File: src/hdl/fltp_queue.sv
module fltp_queue #(
  parameter int WIDTH = 8
) (
  input  logic             clk,
  input  logic             rst_n,
  input  logic             push_i,
  input  logic [WIDTH-1:0] data_i,
  output logic             full_o,
  input  logic             pop_i,
  output logic [WIDTH-1:0] data_o,
  output logic             empty_o
);

  logic [WIDTH-1:0] mem_r [2];
  logic             wp_r, rp_r;
  logic [1:0]       cnt_r;

  assign full_o  = (cnt_r == 2'd2);
  assign empty_o = (cnt_r == 2'd0);
  assign data_o  = mem_r[rp_r];

  always_ff @(posedge clk) begin
    if (push_i) begin
      mem_r[wp_r] <= data_i;
    end
    if (!rst_n) begin
      wp_r  <= 1'b0;
      rp_r  <= 1'b0;
      cnt_r <= 2'd0;
    end else begin
      if (push_i) begin
        wp_r <= ~wp_r;
      end
      if (pop_i) begin
        rp_r <= ~rp_r;
      end
      cnt_r <= cnt_r + {1'b0, push_i} - {1'b0, pop_i};
    end
  end

endmodule

File: config.mk
export PLATFORM = sky130hd
export DESIGN_NAME = fltp_queue
export DESIGN_NICKNAME = d
export VERILOG_FILES = /design/src/hdl/fltp_queue.sv
export SDC_FILE = /design/constraint.sdc
export NUM_CORES = 1
export LEC_CHECK = 0
export ABC_AREA = 1
export BUFFER_PORTS_ARGS = -buffer_cell sky130_fd_sc_hd__buf_4
export CELL_PAD_IN_SITES_DETAIL_PLACEMENT = 1
export CELL_PAD_IN_SITES_GLOBAL_PLACEMENT = 1
export CORE_MARGIN = 5
export CORE_UTILIZATION = 43
export CTS_CLUSTER_SIZE = 12
export DETAILED_ROUTE_END_ITERATION = 8
export PLACE_DENSITY_LB_ADDON = 0.1
export SYNTH_ARGS = -nofsm -noshare
export SYNTH_HDL_FRONTEND = slang
export SYNTH_SLANG_ARGS = --single-unit
File: constraint.sdc
create_clock -name clk -period 3.6 [get_ports clk]
set_input_delay 0.18 -clock clk [delete_from_list [all_inputs] [get_ports clk]]
set_output_delay 0.18 -clock clk [all_outputs]
set_load 0.02 [all_outputs]
==> flow_summary.ini <==
[logic_synthesis]
synth.net_count = 72
synth_top_area_share_pct = 57.4
synthTopCellsByCount = edfxtp_1 (16), nor2_1 (9), mux2_4 (8), nand2_1 (8), inv_1 (7)
synth_area_per_cell_um2 = 14.4
seq_area_frac_synth_pct = 69.4
synthFlopType = edfxtp_1
netlist_instances = 58
synth-warning-count = 0
synthArstFlopShare_pct = 0
ys_types = 10
syn_area_um2 = 837
synth_seq_cells = 21
yosysMostFrequentCell = edfxtp_1
synth-edff-count = 16
ys_top_cells_by_area = edfxtp_1 (57%), mux2_4 (14%), dfxtp_1 (12%), nor2_1 (4.0%), nand2_1 (3.6%)
yosysTopAreaCell = edfxtp_1

[sta]
fin_setup_tns_ns = 0
hold_viol_final = 0
rsz0062_at_grt = no
finalSetupViolCount = 0
finalCritPeriodShare_pct = 44.1
slew_violations = 0
clock.fmax_mhz = 630
worstMarginPinSlew_ns = 0.611
fin_crit_ns = 1.59
relSlewSlack_pct = 59.1
holdWs_ns = 0.0727
fin_worst_skew_ns = 0.000740

[worst_setup_path]
critPathMaxFanout = 8
crit_end = data_o[1]
cp-start-kind = register
endpoint_kind = primary output
reg2reg_depth = 8
critical_path.cell_chain = mux2_4, buf_4
rr_endpoint = cnt_r[1]
r2r-start = cnt_r[0]
ff2ff_setup_slack_ns = 2.30
required_ns = 3.42
crit_path_max_incr_delay_ns = 0.63
cpMaxStageDelayCell = dfxtp_1
cp.arrival_ns = 1.41
criticalPathCategory = register to primary output

[status]
status = finished, final reports clean

[cells_and_area]
syn_to_final_growth_pct = 24.7
stdcell_count = 109
num-nets-final = 97
final_core_utilization_pct = 54.9
drive_above_1_share_pct = 39.0
multi_input_area_um2 = 219
seq_area_um2 = 581
nFillCells = 197
antenna_cells = 0

[pwr]
power_leakage_nw = 0.462
power_density_nw_per_um2 = 458
peakVddDrop_uv = 286

[cts]
ctsHoldBuffers = 0
numCtsBuffers = 3
cts-root-buf = clkbuf_4
post_cts_resized = 0
clock_path_buffers = 2
clk_pin_slew_ns = 0.10
cts_tree = done
post-cts-setup-buffers = 0
cts.sinks = 21
cts.htree.levels = 1
clk_latency_ns = 0.28

[drt]
num_vias = 473
via_per_inst = 4.34
ant_nets = 0
drc_errors = 0
routedWlPerCell_um = 11.0
drt_pass1_iterations = 2
drt-initial-drc-count = 2
finalWirelength_mm = 1.20

[floorplanning]
start_util_pct = 44.0
ios = 22
die_h_um = 54.1
coreArea_um2 = 1900
chipWidth_um = 54.1
rows = 16
die_area_um2 = 2930

[hold_path]
holdCritPathClass = input pin to register

[grt]
grt_max_degree = 12
grt-ovfl-total = 0
grt_pass1_wl_mm = 1.97
grt_pass1_vias = 470
grt_usage_pct = 9.53
antenna_found_initial = 0

[placed_design]
dp_hpwl_um = 982
globalplace.congestion = 0.629
place_inst = 105
io_buffers = 21

[flow_run]
maxCapViolCount = 0
[cells by family (layout without fill, tap and decap cells)]
kind of cell    Yosys count  count (layout)  share of synthesized area [%]
compound gates            1               1                          0.597
fa+ha+maj                 2               2                           2.99
simple gates             18              18                           8.22
flops                    21              21                           69.4
buf+inv                   8              32                           4.48
mux                       8               8                           14.4
[metrics by stage]
stage	worst slack, ns	power (W)	cell area [um2]
after CTS	1.97	0.000488	1040
final	2.01	0.000478	1040
after global routing	1.93	0.000506	1040
after detailed placement	2.28	0.000382	1020
after global placement	2.32	0.000378	1020
after floorplan	2.40	0.000345	837
[worst min-delay path by stage]
stage	start	endpoint	slack, ns	depth (start not counted)
CTS	data_i[3]	mem_r[1][3]	0.06	1
floorplan	rst_n	cnt_r[0]	0.27	2
global route	data_i[2]	mem_r[1][2]	0.05	1
detailed placement	data_i[3]	mem_r[1][3]	0.37	1
global placement	data_i[0]	mem_r[1][0]	0.37	1
finish	data_i[3]	mem_r[1][3]	0.07	1
[critical path, delay by kind of cell, from the launching register on]
family	cells	cell delay, ns
flip-flops	1	0.63
buffers and inverters	1	0.16
multiplexers	1	0.34
[state kept, by name, indices dropped and copies added (netlist names), named ones only]
name and flops:
rp_r 1, mem_r 16, wp_r 1, cnt_r 2
[where the power goes]
group	switching, W	total [W]	internal (W)
combinational	0.0000423	0.0000864	0.0000440
clock	0.0000617	0.000105	0.0000430
sequential	0.00000933	0.000287	0.000277
[metal layers]
layer | vias to the layer above | routed length [um] | track usage, %
met5 | - | 0 | 0
met4 | 0 | 0 | 3.73
met3 | 0 | 107 | 3.05
met2 | 14 | 630 | 17.9
met1 | 216 | 460 | 9.51
li1 | 243 | - | -
[area by class of cell]
| cell class | instances | share of cell area, % |
|---|---|---|
| Sequential cell | 21 | 55.6 |
| Clock buffer | 4 | 2.52 |
| Multi-Input combinational cell | 29 | 21.0 |
| Inverter | 7 | 2.52 |
| Timing Repair Buffer | 21 | 15.1 |
| Tap cell | 27 | 3.24 |
[cell usage in the layout, fill, tap and decap left out]
| master | synthesis | final |
|---|---|---|
| a21oi_1 | 1 | 1 |
| buf_4 | 0 | 21 |
| clkbuf_1 | 0 | 1 |
| clkbuf_4 | 0 | 3 |
| dfxtp_1 | 5 | 5 |
| edfxtp_1 | 16 | 16 |
| ha_1 | 2 | 2 |
| inv_1 | 7 | 7 |
| mux2_4 | 8 | 8 |
| nand2_1 | 8 | 8 |
| nand3_1 | 1 | 1 |
| nor2_1 | 9 | 9 |
No activity file was read; power rests on OpenSTA's default activity.
