`src/hdl/fltp_pkg.sv`:
```
package fltp_pkg;

  localparam int HASH_W     = 32;
  localparam int KEY_W      = 64;
  localparam int HANDLE_W   = 32;
  localparam int CNT_W      = 11;
  localparam int TOT_W      = 32;
  localparam int CNT_MAX    = (2 ** CNT_W) - 1;
  localparam int DIV_BITS   = 8;
  localparam int DIV_CYCLES = HASH_W / DIV_BITS;

  localparam logic [1:0] FN_INSERT = 2'd0;
  localparam logic [1:0] FN_LOOKUP = 2'd1;
  localparam logic [1:0] FN_REMOVE = 2'd2;

  localparam logic [1:0] ST_OK        = 2'd0;
  localparam logic [1:0] ST_FULL      = 2'd1;
  localparam logic [1:0] ST_NOT_FOUND = 2'd2;

  typedef enum logic [1:0] {
    OP_INSERT,
    OP_LOOKUP,
    OP_REMOVE,
    OP_NONE
  } op_t;

  typedef struct packed {
    op_t                 op;
    logic [KEY_W-1:0]    key;
    logic [HANDLE_W-1:0] handle;
  } item_t;

  typedef struct packed {
    logic                valid;
    logic [KEY_W-1:0]    key;
    logic [HANDLE_W-1:0] handle;
  } entry_t;

  function automatic op_t classify(input logic [1:0] func);
    op_t op;
    case (func)
      FN_INSERT: op = OP_INSERT;
      FN_LOOKUP: op = OP_LOOKUP;
      FN_REMOVE: op = OP_REMOVE;
      default:   op = OP_NONE;
    endcase
    return op;
  endfunction

  function automatic logic [TOT_W-1:0] sat_add(input logic [TOT_W-1:0] a,
                                               input logic [TOT_W-1:0] b);
    logic [TOT_W:0] s;
    s = {1'b0, a} + {1'b0, b};
    return s[TOT_W] ? {TOT_W{1'b1}} : s[TOT_W-1:0];
  endfunction

  function automatic logic [CNT_W-1:0] sat_cnt(input logic [31:0] v);
    return (v > 32'(CNT_MAX)) ? CNT_W'(CNT_MAX) : v[CNT_W-1:0];
  endfunction

endpackage

```
`src/hdl/fltp_front.sv`:
```
module fltp_front #(
  parameter int TABLE_DEPTH = 1024,
  localparam int AW = $clog2(TABLE_DEPTH),
  localparam int CAPW = $clog2(TABLE_DEPTH + 1),
  localparam int QW = $bits(fltp_pkg::item_t) + AW
) (
  input  logic                          clk,
  input  logic                          rst_n,
  input  logic [CAPW-1:0]               cap_i,
  input  logic                          clear_busy_i,
  input  logic                          in_valid,
  output logic                          in_ready,
  input  logic [1:0]                    in_func,
  input  logic [fltp_pkg::HASH_W-1:0]   in_key_hash,
  input  logic [fltp_pkg::KEY_W-1:0]    in_flow_key,
  input  logic [fltp_pkg::HANDLE_W-1:0] in_flow_handle,
  input  logic                          q_full_i,
  output logic                          q_push_o,
  output logic [QW-1:0]                 q_data_o
);

  localparam int CW = (fltp_pkg::DIV_CYCLES > 1) ? $clog2(fltp_pkg::DIV_CYCLES) : 1;

  typedef enum logic [1:0] {F_IDLE, F_DIV, F_PUSH} state_t;

  state_t                        state_r, state_nxt;
  logic [fltp_pkg::HASH_W-1:0]   hash_r, hash_nxt;
  logic [CAPW-1:0]               rem_r, rem_nxt, rem_v;
  logic [CAPW:0]                 trial;
  logic [CW-1:0]                 cnt_r, cnt_nxt;
  fltp_pkg::item_t               item_r, item_nxt;

  // remainder of hash by capacity, one byte of the hash per cycle
  always_comb begin
    rem_v = rem_r;
    trial = '0;
    for (int i = 0; i < fltp_pkg::DIV_BITS; i++) begin
      trial = {rem_v, hash_r[fltp_pkg::HASH_W-1-i]};
      if (trial >= {1'b0, cap_i}) begin
        trial = trial - {1'b0, cap_i};
      end
      rem_v = trial[CAPW-1:0];
    end
  end

  always_comb begin
    state_nxt = state_r;
    hash_nxt  = hash_r;
    rem_nxt   = rem_r;
    cnt_nxt   = cnt_r;
    item_nxt  = item_r;
    in_ready  = 1'b0;
    q_push_o  = 1'b0;
    case (state_r)
      F_IDLE: begin
        in_ready = !clear_busy_i;
        if (in_valid && !clear_busy_i) begin
          hash_nxt        = in_key_hash;
          rem_nxt         = '0;
          cnt_nxt         = '0;
          item_nxt.op     = fltp_pkg::classify(in_func);
          item_nxt.key    = in_flow_key;
          item_nxt.handle = in_flow_handle;
          state_nxt       = F_DIV;
        end
      end
      F_DIV: begin
        rem_nxt  = rem_v;
        hash_nxt = hash_r << fltp_pkg::DIV_BITS;
        cnt_nxt  = cnt_r + 1'b1;
        if (cnt_r == CW'(fltp_pkg::DIV_CYCLES - 1)) begin
          state_nxt = F_PUSH;
        end
      end
      F_PUSH: begin
        // hold until the queue has room
        q_push_o = !q_full_i;
        if (!q_full_i) begin
          state_nxt = F_IDLE;
        end
      end
      default: state_nxt = F_IDLE;
    endcase
  end

  assign q_data_o = {rem_r[AW-1:0], item_r};

  always_ff @(posedge clk) begin
    hash_r <= hash_nxt;
    rem_r  <= rem_nxt;
    cnt_r  <= cnt_nxt;
    item_r <= item_nxt;
    if (!rst_n) begin
      state_r <= F_IDLE;
    end else begin
      state_r <= state_nxt;
    end
  end

endmodule

```
`config.mk`:
```
export PLATFORM = sky130hd
export DESIGN_NAME = fltp_front
export DESIGN_NICKNAME = d
export VERILOG_FILES = /design/src/hdl/fltp_pkg.sv /design/src/hdl/fltp_front.sv
export SDC_FILE = /design/constraint.sdc
export NUM_CORES = 1
export LEC_CHECK = 0
export BUFFER_PORTS_ARGS = -buffer_cell sky130_fd_sc_hd__clkbuf_2
export CELL_PAD_IN_SITES_DETAIL_PLACEMENT = 0
export CELL_PAD_IN_SITES_GLOBAL_PLACEMENT = 1
export CORE_MARGIN = 5
export CORE_UTILIZATION = 42
export DETAILED_ROUTE_END_ITERATION = 10
export GPL_TIMING_DRIVEN = 0
export PLACE_DENSITY_LB_ADDON = 0.08
export SYNTH_ARGS = -nofsm -noshare
export SYNTH_HDL_FRONTEND = slang
export SYNTH_SLANG_ARGS = --single-unit
```
`constraint.sdc`:
```
create_clock -name clk -period 30.5 [get_ports clk]
set_input_delay 9.15 -clock clk [delete_from_list [all_inputs] [get_ports clk]]
set_output_delay 9.15 -clock clk [all_outputs]
set_load 0.02 [all_outputs]
```
==> results_dict.tcl <==
set metrics [dict create \
    setup.worst_path.start "cap_i[0]" \
    finish.net_count 1501 \
    synth_seq_area_share_pct 42.2 \
    final-hold-violation-count 0 \
    postSynthRegisterBits 145 \
    antennaDiodeCount 0 \
    hpwl_um 23900 \
    hold_path_class "reg2reg" \
    main_combinational_cell_family_by_area_after_synthesis "compound AO/OA/AOI/OAI gates" \
    cts_hold_buf 0 \
    timing.setup.tns_ns 0 \
    grt_antenna_before_repair 0 \
    detail_route.iter0.violations 434 \
    yosys_warnings 0 \
    critical_path.endpoint_type "flip-flop" \
    r2r_setup_slack_ns 9.82 \
    arrival_ns 29.45 \
    synth-async-reset-ratio_pct 0 \
    synth_edf_count 143 \
    largest_net_degree_at_the_start_of_global_routing 54 \
    tritoncts "done" \
    initial_utilization_pct 42.5 \
    die_w_um 166 \
    worst_reg_to_reg_path_cell_count 87 \
    wl_um 30400 \
    worst-slew-pin-transition_ns 1.05 \
    synth_compound_gate_area_share_pct 16.0 \
    critical_path.reg2reg.startpoint "hash_r[31]" \
    dp_cells 1553 \
    synth_xor_area_share_pct 4.35 \
    final-setup-viol-count 0 \
    synth_simple_gate_area_share_pct 14.5 \
    instances_no_fill 1595 \
    slew_headroom_pct 30.2 \
    design.die.area_sq_mm 0.0277 \
    route.detailed.vias_per_inst 5.23 \
    nFillCells 2209 \
    area_post_placement_sq_mm 0.0120 \
    peak_clock_frequency_supported_by_timing_mhz 34.1 \
    crit_path_max_delay_cell_type "sky130_fd_sc_hd__fa_1" \
    criticalPathCategory "in2reg" \
    layout.cells.most_common "sky130_fd_sc_hd__clkbuf_2" \
    crit-reg2reg-capture "rem_r[6]" \
    drcViolationCount 0 \
    sink_count 145 \
    globalRoute.totalOverflow 0 \
    syn_to_final_growth_pct 24.8 \
    layout_common_cells "sky130_fd_sc_hd__clkbuf_2 (254), sky130_fd_sc_hd__edfxtp_1 (143), sky130_fd_sc_hd__nand2_1 (117)" \
    global_route_wire_length_before_repair_um 47200 \
    synthesis.area_per_instance_sq_um 10.5 \
    finClkSkew_ns 0.0158 \
    fin_crit_sh_pct 96.0 \
    synthDominantAreaCellType "sky130_fd_sc_hd__edfxtp_1" \
    ctsHtreeMaxLevel 4 \
    synth_cell_types 80 \
    slowest_delay_ns 0.46 \
    synth_fa_ha_area_share_pct 12.4 \
    insertion_delay_ns 0.43 \
    first_global_vias 8420 \
    clock-root-buffer "sky130_fd_sc_hd__clkbuf_16" \
    mux_cell_area_share_after_synthesis_pct 6.73 \
    gp_congestion 0.860 \
    slew_viol_final 0 \
    synth_fp_nets 1218 \
    io_buffers 253 \
    timing.critical_path.fanout_max 10 \
    io-pin-count 256 \
    mappedNetlistArea_sq_mm 0.0103 \
    worst_setup_path_start_kind "input pin" \
    yosys.area.top_type_share_pct 41.8 \
    core_area_sq_mm 0.0242 \
    fin_area_sq_mm 0.0128 \
    die-height_um 166 \
    final_layout_size_suffix_gt1_share_pct 32.0 \
    drv.max_cap_violation_count 0 \
    clkTransAtPathRegs_ns 0.07 \
    syn-instance-count 975 \
    cp.required_ns 30.66 \
    numCtsBuffers 17 \
    ys_top_cells_by_area "sky130_fd_sc_hd__edfxtp_1 (42%), sky130_fd_sc_hd__ha_1 (11%), sky130_fd_sc_hd__nand2_1 (4.3%)" \
    ant_nets 0 \
    status "finished clean" \
    vias 8335 \
    rows 57 \
    global_route.usage.total_pct 21.6 \
    wl_per_cell_um 19.0 \
    drt_pass1_iterations 5 \
    timing.final.crit_period_ns 29.29 \
    critPathMostFrequentCell "sky130_fd_sc_hd__ha_1" \
    clock_tree.buffer_depth 2 \
    worst_setup_path_endpoint "rem_r[6]" \
    ys.flop_type "sky130_fd_sc_hd__edfxtp_1" \
]
sequential cells by signal (all words and copies together) (netlist names):
signal and cells:
cnt_r 2, rem_r 11, state_r 2, hash_r 32
q_data_o 98
cell families after synthesis:
logic type,Yosys count
simple gates,312
fa+ha+maj,97
mux,64
buf+inv,86
xor+xnor,51
compound gates,220
flops,145
Yosys cell counts, types with 8 or more instances:
cell type,number
sky130_fd_sc_hd__o21ai_0,45
sky130_fd_sc_hd__mux2i_1,31
sky130_fd_sc_hd__nand2_1,117
sky130_fd_sc_hd__a211oi_1,13
sky130_fd_sc_hd__or3_1,8
sky130_fd_sc_hd__xnor2_1,30
sky130_fd_sc_hd__clkbuf_1,15
sky130_fd_sc_hd__a21oi_1,44
sky130_fd_sc_hd__xor2_1,21
sky130_fd_sc_hd__nand3_1,11
sky130_fd_sc_hd__mux2_2,29
sky130_fd_sc_hd__nor3_1,22
sky130_fd_sc_hd__o21a_1,13
sky130_fd_sc_hd__nor2b_1,13
sky130_fd_sc_hd__inv_1,54
sky130_fd_sc_hd__nor2_1,72
sky130_fd_sc_hd__and2_1,16
sky130_fd_sc_hd__nand2b_1,11
sky130_fd_sc_hd__or2_2,8
sky130_fd_sc_hd__nand4_1,16
sky130_fd_sc_hd__fa_1,8
sky130_fd_sc_hd__edfxtp_1,143
sky130_fd_sc_hd__ha_1,89
sky130_fd_sc_hd__buf_4,10
sky130_fd_sc_hd__a21o_1,23
cell type report:
class,instances,area [sq um],area share (%)
Multi-Input combinational cell,744,5690,44.4
Sequential cell,145,4330,33.8
Timing Repair Buffer,264,1370,10.7
Clock buffer,17,425,3.32
Tap cell,324,405,3.16
Inverter,54,214,1.67
Buffer,32,204,1.59
Clock inverter,15,184,1.43
layer usage:
layer,track usage [%],vias to the layer above,wire (um)
met4,5.87,0,518
li1,-,4177,-
met2,37.9,206,15500
met5,0,-,0
met3,5.78,30,1810
met1,26.2,3922,12600
worst max-delay path: cells and delay by family:
kind	cells	cell delay [ns]
multiplexers	7	2.18
adder cells (fa/ha/maj)	9	3.03
AO/OA/AOI/OAI	48	10.53
AND/OR/NAND/NOR	14	2.62
buffers and inverters	9	1.85
what timing repair did:
action,CTS,global route
setup endpoints to repair,11,11
pin swaps,0,6
buffers inserted,1,9
gates resized for setup,12,29
per-stage QoR:
step           setup WS, ns  util, %  hold slack (ns)
6_report               1.21     53.1            0.508
2_1_floorplan          2.77        -            0.470
5_1_grt             -0.0231     53.1            0.532
4_1_cts              0.0279     52.3            0.510
3_3_place_gp          -1.67     49.4            0.491
3_5_place_dp          -1.60     49.5            0.493
worst min path at each step:
stage / start / endpoint / slack, ns / cells after the start
floorplan: state_r[1] / state_r[0] / 0.47 / 1
global placement: hash_r[16] / hash_r[24] / 0.49 / 2
detailed placement: hash_r[13] / hash_r[21] / 0.49 / 2
CTS: hash_r[19] / hash_r[27] / 0.51 / 2
global route: hash_r[19] / hash_r[27] / 0.53 / 2
finish: hash_r[19] / hash_r[27] / 0.51 / 2
Power is left out: the tool's default activity adds up to more than one toggle a clock period on the data nets, which glitch-free logic cannot reach.
